<file path="src/sv/csa_pkg.sv">
package csa_pkg;

  localparam logic [63:0] GOLDEN_STEP   = 64'h9e3779b97f4a7c15;
  localparam logic [63:0] MIX_ONE       = 64'hbf58476d1ce4e5b9;
  localparam logic [63:0] MIX_TWO       = 64'h94d049bb133111eb;
  localparam logic [63:0] SIGN_KEY_SALT = 64'h7f4a7c159e3779b9;
  localparam int          SIGN_BIT      = 63;

  localparam logic CFG_SKETCH_KEY   = 1'b0;
  localparam logic CFG_BUCKET_COUNT = 1'b1;

  localparam logic [10:0] COUNT_RESET = 11'd1000;

  localparam logic CMD_ACCUMULATE = 1'b0;
  localparam logic CMD_READ       = 1'b1;

  typedef struct packed {
    logic               command;
    logic        [31:0] column_index;
    logic signed [31:0] element_value;
    logic        [9:0]  read_bucket;
  } in_t;

  typedef struct packed {
    logic signed [31:0] bucket_sum;
    logic               sum_saturated;
  } out_t;

  typedef enum logic [1:0] {
    MIX_KEY  = 2'd0,
    MIX_SALT = 2'd1,
    MIX_COLB = 2'd2,
    MIX_COLS = 2'd3
  } mix_src_t;

  typedef enum logic [1:0] {
    ADDR_CLR  = 2'd0,
    ADDR_SLOT = 2'd1,
    ADDR_RB   = 2'd2
  } addr_sel_t;

  typedef struct packed {
    logic      load_item;
    logic      mix_start;
    mix_src_t  mix_src;
    logic      key_start;
    logic      cap_bkey;
    logic      cap_skey;
    logic      cap_sign;
    logic      mod_start;
    addr_sel_t addr_sel;
    logic      ram_re;
    logic      ram_we;
    logic      wr_zero;
    logic      clr_step;
    logic      out_load;
  } ctrl_cmd_t;

  typedef struct packed {
    logic in_cmd;
    logic in_zero;
    logic key_dirty;
    logic mix_busy;
    logic mod_busy;
    logic beyond;
    logic clr_last;
    logic out_free;
  } ctrl_stat_t;

endpackage

</file>
<file path="src/sv/csa_ctrl.sv">
module csa_ctrl import csa_pkg::*; (
  input  logic       clk,
  input  logic       rst,
  input  logic       in_valid,
  output logic       in_stall,
  input  ctrl_stat_t st,
  output ctrl_cmd_t  cmd
);

  typedef enum logic [10:0] {
    S_CLR    = 11'b00000000001,
    S_IDLE   = 11'b00000000010,
    S_KEY_A  = 11'b00000000100,
    S_KEY_B  = 11'b00000001000,
    S_ACC_GO = 11'b00000010000,
    S_HASH_B = 11'b00000100000,
    S_HASH_S = 11'b00001000000,
    S_MOD_W  = 11'b00010000000,
    S_ACC_WR = 11'b00100000000,
    S_RD_RD  = 11'b01000000000,
    S_RD_OUT = 11'b10000000000
  } state_t;

  state_t state;
  state_t state_next;
  logic   accept;

  assign in_stall = !(state == S_IDLE && !st.key_dirty);
  assign accept   = in_valid && !in_stall;

  always_ff @(posedge clk) begin
    if (rst) begin
      state <= S_CLR;
    end else begin
      state <= state_next;
    end
  end

  always_comb begin
    state_next = state;
    cmd        = '0;
    cmd.mix_src  = MIX_KEY;
    cmd.addr_sel = ADDR_CLR;
    case (state)
      S_CLR: begin
        cmd.ram_we   = 1'b1;
        cmd.wr_zero  = 1'b1;
        cmd.clr_step = 1'b1;
        if (st.clr_last) begin
          state_next = S_IDLE;
        end
      end
      S_IDLE: begin
        if (st.key_dirty) begin
          cmd.key_start = 1'b1;
          cmd.mix_start = 1'b1;
          cmd.mix_src   = MIX_KEY;
          state_next    = S_KEY_A;
        end else if (accept) begin
          cmd.load_item = 1'b1;
          if (st.in_cmd == CMD_READ) begin
            state_next = S_RD_RD;
          end else if (!st.in_zero) begin
            state_next = S_ACC_GO;
          end
        end
      end
      S_KEY_A: begin
        if (!st.mix_busy) begin
          cmd.cap_bkey  = 1'b1;
          cmd.mix_start = 1'b1;
          cmd.mix_src   = MIX_SALT;
          state_next    = S_KEY_B;
        end
      end
      S_KEY_B: begin
        if (!st.mix_busy) begin
          cmd.cap_skey = 1'b1;
          state_next   = S_IDLE;
        end
      end
      S_ACC_GO: begin
        cmd.mix_start = 1'b1;
        cmd.mix_src   = MIX_COLB;
        state_next    = S_HASH_B;
      end
      S_HASH_B: begin
        if (!st.mix_busy) begin
          // The remainder unit latches the bucket hash as the sign hash starts.
          cmd.mod_start = 1'b1;
          cmd.mix_start = 1'b1;
          cmd.mix_src   = MIX_COLS;
          state_next    = S_HASH_S;
        end
      end
      S_HASH_S: begin
        if (!st.mix_busy) begin
          cmd.cap_sign = 1'b1;
          state_next   = S_MOD_W;
        end
      end
      S_MOD_W: begin
        cmd.addr_sel = ADDR_SLOT;
        if (!st.mod_busy) begin
          cmd.ram_re = 1'b1;
          state_next = S_ACC_WR;
        end
      end
      S_ACC_WR: begin
        cmd.addr_sel = ADDR_SLOT;
        cmd.ram_we   = 1'b1;
        state_next   = S_IDLE;
      end
      S_RD_RD: begin
        cmd.addr_sel = ADDR_RB;
        cmd.ram_re   = 1'b1;
        state_next   = S_RD_OUT;
      end
      S_RD_OUT: begin
        cmd.addr_sel = ADDR_RB;
        if (st.out_free) begin
          cmd.out_load = 1'b1;
          cmd.ram_we   = !st.beyond;
          cmd.wr_zero  = 1'b1;
          state_next   = S_IDLE;
        end
      end
      default: state_next = S_IDLE;
    endcase
  end

endmodule

</file>
<file path="config.mk">
export PLATFORM = sky130hd
export DESIGN_NAME = csa_ctrl
export DESIGN_NICKNAME = d
export VERILOG_FILES = /design/src/sv/csa_pkg.sv /design/src/sv/csa_ctrl.sv
export SDC_FILE = /design/constraint.sdc
export NUM_CORES = 1
export LEC_CHECK = 0
export BUFFER_PORTS_ARGS = -buffer_cell sky130_fd_sc_hd__buf_4
export CORE_MARGIN = 4
export CORE_UTILIZATION = 25
export CTS_BUF_LIST = sky130_fd_sc_hd__clkbuf_2
export DETAILED_ROUTE_END_ITERATION = 8
export GPL_ROUTABILITY_DRIVEN = 1
export PLACE_DENSITY = 0.53
export REMOVE_ABC_BUFFERS = 1
export SLEW_MARGIN = 20
export SYNTH_ARGS = -nofsm -noshare
export SYNTH_HDL_FRONTEND = slang
export SYNTH_SLANG_ARGS = --single-unit
</file>
<file path="constraint.sdc">
create_clock -name clk -period 4.32 [get_ports clk]
set_clock_uncertainty 0.2 [all_clocks]
set_input_delay 0.216 -clock clk [delete_from_list [all_inputs] [get_ports clk]]
set_output_delay 0.216 -clock clk [all_outputs]
set_load 0.01 [all_outputs]
</file>
# Word level (Yosys, flattened, before mapping)
# Index checks and enable logic that the tools add are counted.
# word_totals
wordCells,64
mem_bits_rw,0
latch_bits,0
output_inout_bits,17
rom_bits,0
in_bits,11
reg_bits,11
memories,0
# classes
muxes,34
div,0
mul,0
shift,0
magnitude_cmp,0
bitwise_logic,0
addsub,0
reduce_logical,9
n_eq_ne,20
# op_table
op,count
11-bit two-way mux,11
11-bit case mux with 10 select lines,1
"2-bit inequality test, second input constant",7
1-bit two-way mux,13
3-bit case mux with 4 select lines,1
"11-bit by 1-bit == test with 1-bit output, second input constant",1
"11-bit by 10-bit == test with 1-bit output, second input constant",1
"11-bit == test, second input constant",1
"11-bit by 2-bit == test with 1-bit output, second input constant",1
"11-bit by 3-bit == test with 1-bit output, second input constant",1
"11-bit by 4-bit == test with 1-bit output, second input constant",1
"11-bit by 5-bit == test with 1-bit output, second input constant",1
"11-bit by 6-bit == test with 1-bit output, second input constant",1
"11-bit by 7-bit == test with 1-bit output, second input constant",1
"11-bit by 8-bit == test with 1-bit output, second input constant",1
"11-bit by 9-bit == test with 1-bit output, second input constant",1
9-bit AND reduction,1
3-bit two-way mux,2
1-bit case mux with 2 select lines,3
2-bit OR reduction,3
4-bit two-way mux,1
"4-bit inequality test, second input constant",1
2-bit case mux with 2 select lines,1
1-bit zero test,3
other kinds (3),4

# Longest topological paths before layout
# Gate-level depths: netlist (run 1).
# logic_depth
ltp_word,6
ltp_mapped,7
mapped_depth_nobuf,6

# Worst setup path before layout (run 1)
# No wires, ideal clock.
# synth_timing
path_type,flip-flop to output port
start,register state[4]
end,output cmd[3] (netlist name)
path_buffers,1
required_ns,3.904
path_stages_with_launch,6
slack_ns,2.332
arrival_ns,1.572
path_cell_list,dfxtp_1 buf_4 nor4_4 nand3b_1 or3_1 o211ai_1
# synth_rtl
element,line_no,rtl
"start, declared",csa_ctrl.sv:24,state_t state;
"start signal, assigned",csa_ctrl.sv:35,state <= state_next;
"end, declared",csa_ctrl.sv:7,output ctrl_cmd_t cmd

==> impl_metrics.yaml, run 1 <==
outcome:
  outcome: "finished, final reports clean"
placed_design:
  place_ws_ns: 2.119
  place_congestion: 0.8686
  place.port_buffers: 27
  place_hpwl_um: 1845
  place_area_um2: 1071
  dp_cells: 175
yosys:
  synth_compound_area_share_pct: 14.67
  synth_top_area_share_pct: 26.07
  synth-xor-area-share_pct: 2.074
  syn_inst: 108
  synth_edf_count: 0
  ys_ff_latch: 11
  synth_top_family_by_area: "simple AND/OR/NAND/NOR gates"
  yosysTopAreaCell: "dfxtp_1"
  muxShareOfSynthArea_pct: 0
  synth-async-reset-ratio_pct: 0
  synthFlopType: "dfxtp_1"
  yosysUniqueCellTypes: 41
  ys_top_cells_by_area: "dfxtp_1, inv_1, nand2_1"
  synth_fa_ha_area_share_pct: 0
  synth-simple-area-share_pct: 48.15
  avgSynthCellArea_um2: 7.820
  synth_area_um2: 844.6
  yosys_warnings: 0
  synth_seq_area_share_pct: 26.07
detailed_routing:
  wl_um: 2327
  routed-via-count: 896
  drtAntennaViolNets: 0
  drc_errors: 0
  drt_iter0_drc: 60
  wl_per_cell_um: 12.79
  dr.pass1.iters: 4
  via_per_inst: 4.923
sta:
  finalMaxSlewViolations: 0
  slew_headroom_pct: 61.43
  rsz0062_at_grt: "no"
  period_share_pct: 57.71
  hold_viol: 0
  finalSetupViolCount: 0
  fmax_mhz: 401.1
  timing.final.ws_setup_ns: 1.827
  hold_ws_ns: 0.06135
  tns_ns: 0
  period_minus_slack_ns: 2.493
  worst_slew_pin_slew_ns: 0.5640
pwr:
  power.total_mw: 0.2442
  internal_power_mw: 0.1638
  p_switching_mw: 0.08041
  pwr-share-seq_pct: 46.2
  p_per_area_nw_per_um2: 217.8
  power_frac_comb_pct: 29.3
  clkPwrFrac_pct: 24.4
  leakage_nw: 0.5028
  vdd.ir_drop.worst_v: 0.0001081
  swShare_pct: 32.93
die:
  dieHeight_um: 66.12
  initial_utilization_pct: 26.79
  coreArea_um2: 3153
  die_area_um2: 4372
  rows: 20
  die_w_um: 66.12
  ios: 28
cells_and_area:
  layout_commonest_cell: "buf_4"
  syn_to_final_growth_pct: 32.74
  fin_cells: 182
  top_regs: "state (11)"
  nets: 150
  stdcell_area_um2: 1121
  n_antenna_cell: 0
  largest_reg_flops: 11
  layout-drive-gt1-share_pct: 32.61
  fin_util_pct: 35.56
  regMostFlops: "state"
  final_cell_mix: "buf_4, inv_1, nand2_1, dfxtp_1, nor2_1"
worst_setup_path:
  worstPathCellList: "nor4_2, nand3b_1, or3_1, o211ai_1, buf_4"
  crit_slowest_cell: "nor4_2"
  path_delay_family: "simple AND/OR/NAND/NOR gates"
  cp.arrival_ns: 2.08
  crit_buf_inv: 1
  required_ns: 3.90
  critPathCaptureType: "output port"
  crit_type: "flip-flop to output port"
  max_stage_delay_ns: 0.47
  path_max_fanout: 8
  startpoint_type: "flip-flop"
grt:
  grt_antenna_before_repair: 0
  grt_pass1_wl_um: 4036
  first_global_vias: 854
  track_usage_pct: 11.91
  grt_max_degree: 12
  grt-ovfl-total: 0
cts:
  clockRootBuffer: "clkbuf_2"
  htreeDepth: 1
  clock_latency_ns: 0.25
  cts_tree: "done"
  cts_buffer_depth: 2
  cts_sinks: 11
  clkSlewWorstSetupHoldPaths_ns: 0.11
  cts_buffers: 3
flow_run:
  drv_cap: 0
worst_hold_path:
  worstHoldPathType: "primary input to flip-flop"
[kinds of logic after synthesis]
| kind of cell | count (synthesis) |
|---|---|
| AND/OR/NAND/NOR | 61 |
| flip-flops | 11 |
| buffers and inverters | 16 |
| XOR/XNOR | 2 |
| AO/OA/AOI/OAI | 18 |
[worst min-delay path, cell delays in order]
cell      delay [ns]
buf_4           0.08
or3b_2          0.11
a211oi_1        0.06
[final cells by class]
class / count / area (um2)
Multi-Input combinational cell: 81 / 548.0
Clock buffer: 4 / 20.02
Sequential cell: 11 / 220.2
Fill cell: 356 / 2032
Tap cell: 44 / 55.05
Inverter: 12 / 45.04
Timing Repair Buffer: 30 / 232.7
[path summary, 6_finish.rpt]
| path | from | end | slack, ns | depth (start not counted) |
|---|---|---|---|---|
| worst max-delay path | state[3] | cmd[3] | 1.83 | 5 |
| worst min-delay path | st[0] | state[10] | 0.06 | 3 |
| worst max register to register | state[3] | state[1] | 2.19 | 6 |
| worst min register to register | state[3] | state[3] | 0.39 | 2 |
[cells in the mapped netlist, types with 2 or more instances]
cell type and n:
a21oi_2 2, a21oi_1 5, nor2_1 7, nor3_1 5
nor4b_1 3, nand3_1 3, nand3b_1 3, dfxtp_1 11
inv_1 12, or2_1 2, buf_4 3, o21ai_0 3
xor2_1 2, nand2_1 11, or3_1 2, nor3b_1 3
nor4_2 2, nand2b_1 3, nor4_1 3, nand4_1 2
[power by group through the flow]
stage | combinational [mW] | sequential, mW | clock (mW)
3_3_place_gp | 0.0701 | 0.115 | 0
3_5_place_dp | 0.0704 | 0.115 | 0
6_report | 0.0717 | 0.113 | 0.0597
4_1_cts | 0.0728 | 0.113 | 0.0636
5_1_grt | 0.0810 | 0.114 | 0.0707
2_1_floorplan | 0.0404 | 0.113 | 0
[per-layer routing]
metal,global-route usage [%],share of wire [%]
met1,16.67,47
met3,2.381,7.9
met4,4.315,0.39
met2,17.84,44
met5,0,0
[what timing repair did]
action	CTS	global route
gates resized for setup	0	0
hold buffers	3	0
setup buffers	0	0
endpoints found under the hold margin	4	0
No activity file was read; power rests on OpenSTA's default activity.
==> run 2: changes to the inputs <==
ABC_AREA = 1   (was not set)
clock period = 2.41 ns   (was 4.32 ns; I/O delays follow)
==> run 2 against run 1 <==
Sequential power increased to 2.6 times the previous value. Largest power group is now combinational logic. Combinational power increased to 13 times the previous value. Critical path type unchanged. Critical endpoint unchanged. Routed wire length decreased by 4.7%. Total power increased to 5.6 times the previous value. Synthesized area increased by 3.3%. Critical path depth increased by 3. Sequential share of layout area decreased by 1.2 points. Clock-buffer cell count unchanged. Worst setup slack got worse by 1.4 ns. Global-route usage decreased by 0.88 points. Non-clock buffer count increased by 1. Largest cell class unchanged. Flip-flop and latch count unchanged. Highest routed layer unchanged.
==> impl_metrics.yaml, run 2 <==
cells_and_area:
  fill_cells: 399
  top_regs: "state (11)"
  regMostFlops: "state"
  n_antenna_cell: 0
  layout-drive-gt1-share_pct: 29.35
  layout_commonest_cell: "nand2_1"
  fin_util_pct: 35.45
  largest_reg_flops: 11
  syn_to_final_growth_pct: 36.73
  final_cell_mix: "nand2_1, nor2_1, buf_4"
  nets: 196
detailed_routing:
  drt_iter0_drc: 24
  drc_errors: 0
  wl_um: 2217
  dr.pass1.iters: 4
  routed-via-count: 934
  wl_per_cell_um: 9.639
  via_per_inst: 4.061
  drtAntennaViolNets: 0
sta:
  finalMaxSlewViolations: 0
  hold_viol: 0
  hold_ws_ns: 0.04857
  rsz0062_at_grt: "no"
  slew_headroom_pct: 81.98
  fmax_mhz: 492.3
  finalSetupViolCount: 0
  period_minus_slack_ns: 2.031
  tns_ns: 0
  worst_slew_pin_slew_ns: 0.2686
  period_share_pct: 84.28
  timing.final.ws_setup_ns: 0.3788
outcome:
  outcome: "finished, final reports clean"
cts:
  clkSlewWorstSetupHoldPaths_ns: 0.12
  cts_resized: 0
  cts_buffer_depth: 2
  cts_tree: "done"
  cts_sinks: 11
  htreeDepth: 1
  clock_latency_ns: 0.27
  cts_buffers: 3
  clockRootBuffer: "clkbuf_2"
worst_setup_path:
  critPathCaptureType: "output port"
  required_ns: 2.09
  crit_path_end: "cmd[3]"
  r2r-end: "state[10]"
  startpoint_type: "flip-flop"
  cp.arrival_ns: 1.71
  path_max_fanout: 5
  reg2reg_depth: 6
  crit_start: "state[3]"
  r2r_start: "state[3]"
  crit_type: "flip-flop to output port"
  rrSetupSlack_ns: 0.47
die:
  ios: 28
  die_w_um: 67.06
  coreArea_um2: 3363
  dieHeight_um: 67.06
  die_area_um2: 4497
  initial_utilization_pct: 25.93
  rows: 21
yosys:
  yosysUniqueCellTypes: 20
  synth_edf_count: 0
  avgSynthCellArea_um2: 5.853
  synth_seq_area_share_pct: 25.25
  synthFlopType: "dfxtp_1"
  synth_most_common_cell: "nand2_1"
  synth_top_area_share_pct: 25.25
  syn_inst: 149
  yosysTopAreaCell: "dfxtp_1"
  ys_ff_latch: 11
  ys_top_cells_by_count: "nand2_1, nor2_1, inv_1"
  synth-async-reset-ratio_pct: 0
  ys_top_cells_by_area: "dfxtp_1, nand2_1, nor2_1"
  yosys_warnings: 0
  synth_area_um2: 872.1
grt:
  grt_antenna_before_repair: 0
  track_usage_pct: 11.02
  grt-ovfl-total: 0
  grt_pass1_wl_um: 3760
  first_global_vias: 879
  grt_max_degree: 11
worst_hold_path:
  worstHoldPathType: "primary input to flip-flop"
  hold_depth: 6
pwr:
  leakage_nw: 0.6798
  power.total_mw: 1.356
  p_per_area_nw_per_um2: 1137
  vdd.ir_drop.worst_v: 0.0004075
placed_design:
  place_hpwl_um: 1861
  place_congestion: 0.8562
  place.port_buffers: 27
  place_ws_ns: 0.6671
flow_run:
  drv_cap: 0
run 2: cell count changes after synthesis, moves of 5 or more:
cell / delta
inv_1: +12
nor2_1: +24
nand3_1: +8
nand2_1: +25
inv_2: +7
nor2_2: +5
run 2: repair_timing:
| item | CTS | global route |
|---|---|---|
| buffers inserted | 0 | 0 |
| hold buffers | 4 | 0 |
| hold endpoints to repair | 4 | 0 |
run 2: worst min path at each step:
stage | start | end | slack, ns
after global routing | st[5] | state[4] | 0.08
after CTS | st[5] | state[4] | 0.06
after detailed placement | rst | state[10] | 0.10
final | st[5] | state[4] | 0.05
after global placement | rst | state[10] | 0.1
after floorplan | rst | state[10] | -0.01
run 2: critical path, cell delays in order, from the launching register on:
cell and delay, ns:
dfxtp_1 0.35, nor2_2 0.17, nand2_2 0.10, nor2_2 0.19, nand2_1 0.09, nor2_1 0.17
inv_2 0.06, o211ai_1 0.15, buf_4 0.14
run 2: logic make-up after synthesis:
| kind of cell | share of synthesized area, % |
|---|---|
| simple gates | 56.67 |
| buf+inv | 13.77 |
| flops | 25.25 |
| compound gates | 4.303 |
run 2: power by group:
part           total, mW  internal [mW]  switching (mW)
registers          0.293          0.241          0.0514
clock network      0.112         0.0440          0.0676
logic              0.951          0.362           0.589
run 2: area by class of cell:
class	count	area (um2)	area share [%]
Clock buffer	4	20.02	1.679
Inverter	32	120.1	10.07
Multi-Input combinational cell	106	531.8	44.60
Sequential cell	11	220.2	18.47
Tap cell	46	57.56	4.827
Timing Repair Buffer	31	242.7	20.36
run 2: layer usage:
| metal | vias to the layer above | global-route usage [%] | wire length (um) |
|---|---|---|---|
| met5 | - | 0 | 0 |
| met4 | 0 | 5.316 | 44 |
| met3 | 5 | 1.855 | 134 |
| met2 | 18 | 17.67 | 992 |
| met1 | 392 | 14.11 | 1045 |
| li1 | 519 | - | - |
run 2: metrics by stage:
stage	cells	area, um2
6_report	230	1192
5_1_grt	230	1192
4_1_cts	230	1192
3_5_place_dp	222	1132
3_3_place_gp	222	1132
2_1_floorplan	149	872.1
==> run 3: changes to the inputs <==
ABC_AREA = 0   (was 1)
clock period = 2.09 ns   (was 2.41 ns; I/O delays follow)
==> run 3 against run 2 <==
The flow now finishes with violations (negative setup slack). Global-route usage is 4.2 points higher. Flip-flop and latch count stayed put. Sequential power is 21% lower. Cell count is 7.8% lower. Total power is 56% lower. Routed wire length is 45% higher. Die area is 2.8% lower. Combinational power is 75% lower. Sequential share of layout area is 2.8 points lower. Critical path type unchanged. Highest routed layer unchanged.
==> impl_metrics.yaml, run 3 (synthesis results as in run 1) <==
cts:
  clkSlewWorstSetupHoldPaths_ns: 0.13
  cts_buffers: 3
  cts_tree: "done"
  clock_latency_ns: 0.27
  cts_sinks: 11
  htreeDepth: 1
  cts_buffer_depth: 2
  clockRootBuffer: "clkbuf_2"
grt:
  grt-ovfl-total: 0
  grt_pass1_wl_um: 5195
  grt_max_degree: 12
  track_usage_pct: 15.21
  grt_antenna_before_repair: 0
  first_global_vias: 1068
pwr:
  pwr-share-seq_pct: 38.7
  vdd.ir_drop.worst_v: 0.0001785
  power.total_mw: 0.6001
  leakage_nw: 0.6787
  internal_power_mw: 0.3858
  p_per_area_nw_per_um2: 390.6
  clkPwrFrac_pct: 21.1
  swShare_pct: 35.72
  p_switching_mw: 0.2143
  power_frac_comb_pct: 40.3
die:
  rows: 20
  ios: 28
  dieHeight_um: 66.12
  die_w_um: 66.12
  initial_utilization_pct: 26.79
  die_area_um2: 4372
  coreArea_um2: 3153
sta:
  slew_headroom_pct: 65.52
  rsz0062_at_grt: "yes"
  finalMaxSlewViolations: 0
  worst_slew_pin_slew_ns: 0.5100
  fmax_mhz: 447.3
  period_share_pct: 107.0
  hold_viol: 0
  timing.final.ws_setup_ns: -0.1458
  finalSetupViolCount: 12
  hold_ws_ns: 0.1464
  period_minus_slack_ns: 2.236
worst_setup_path:
  crit_type: "flip-flop to output port"
  critPathCaptureType: "output port"
  path_max_fanout: 5
  startpoint_type: "flip-flop"
  cp.arrival_ns: 1.93
  required_ns: 1.79
cells_and_area:
  n_antenna_cell: 0
  nets: 180
  syn_to_final_growth_pct: 81.93
  largest_reg_flops: 11
  fin_util_pct: 48.73
  top_regs: "state (11)"
  layout_commonest_cell: "buf_4"
  layout-drive-gt1-share_pct: 62.50
  regMostFlops: "state"
  final_cell_mix: "buf_4, inv_1, buf_6"
detailed_routing:
  drtAntennaViolNets: 0
  met1Wirelength_um: 1352
  dr_wl_met3_um: 188
  top_layer_used: "met4"
  dr.pass1.iters: 5
  drt_iter0_drc: 22
  routed-via-count: 1071
  wl_met2_um: 1635
  wl_per_cell_um: 15.21
  wl_um: 3225
  via_per_inst: 5.052
  drc_errors: 0
placed_design:
  place_congestion: 0.7922
  place_hpwl_um: 1869
  place.port_buffers: 27
  place_ws_ns: -0.001073
flow_run:
  drv_cap: 0
worst_hold_path:
  worstHoldPathType: "primary input to flip-flop"
outcome:
  outcome: "finished with violations"
  violations: "negative setup slack"
-- run 3: cell types whose count changed in the layout (fill, tap and decap cells not counted), moves of 4 or more --
cell,change
dfxtp_1,-9
inv_1,-15
dfxtp_4,+4
buf_4,+18
nor2_1,-27
buf_6,+8
inv_2,-4
nand3_1,-10
nand2_1,-30
dfxtp_2,+5
-- run 3: layer usage --
metal	global-route usage (%)	vias to the layer above
met1	18.67	502
met2	25.53	45
met4	5.076	0
li1	-	517
met5	0	-
met3	3.912	7
-- run 3: power by group through the flow --
stage	clock [mW]	combinational [mW]	sequential (mW)
detailed placement	0	0.158	0.236
CTS	0.131	0.210	0.230
global route	0.140	0.260	0.234
floorplan	0	0.0835	0.234
global placement	0	0.157	0.236
finish	0.126	0.242	0.232
-- run 3: stage by stage --
step            TNS [ns]  instance area [um2]  std cells
6_report         -0.8195                 1536        212
2_1_floorplan          0                813.3        104
3_5_place_dp   -0.001073                 1139        184
4_1_cts          -0.4295                 1416        206
5_1_grt           -2.016                 1536        212
3_3_place_gp   -0.001090                 1139        184
-- run 3: timing repair --
action / CTS / global route
resized for setup: 30 / 24
hold endpoints to repair: 10 / 0
hold buffers: 6 / 0
pin swaps: 9 / 10
gates cloned: 1 / 0
setup buffers: 11 / 6
setup endpoints to repair: 16 / 21
-- run 3: cell type report --
cell class                 count  area (um2)
clock buffer                   3       15.01
clock inverter                 1       5.005
fill                         319        1617
inverter                      12       45.04
multi-input combinational     82       686.9
sequential                    11       241.5
tap                           44       55.05
timing repair buffer          59       488.0
-- run 3: path summary, 6_finish.rpt --
path                                 end  depth (start not counted)     start  slack (ns)
worst min-delay path            state[7]                          4     st[3]        0.15
worst max-delay path              cmd[3]                          5  state[5]       -0.15
worst min register to register  state[6]                          2  state[6]        0.36
worst max register to register  state[1]                          6  state[3]       -0.07
-- run 3: worst max-delay path, stage by stage, from the launching register on --
cell	delay, ns
dfxtp_4	0.38
nor4_4	0.39
nand3b_1	0.16
or3_4	0.41
o211ai_1	0.17
buf_4	0.14
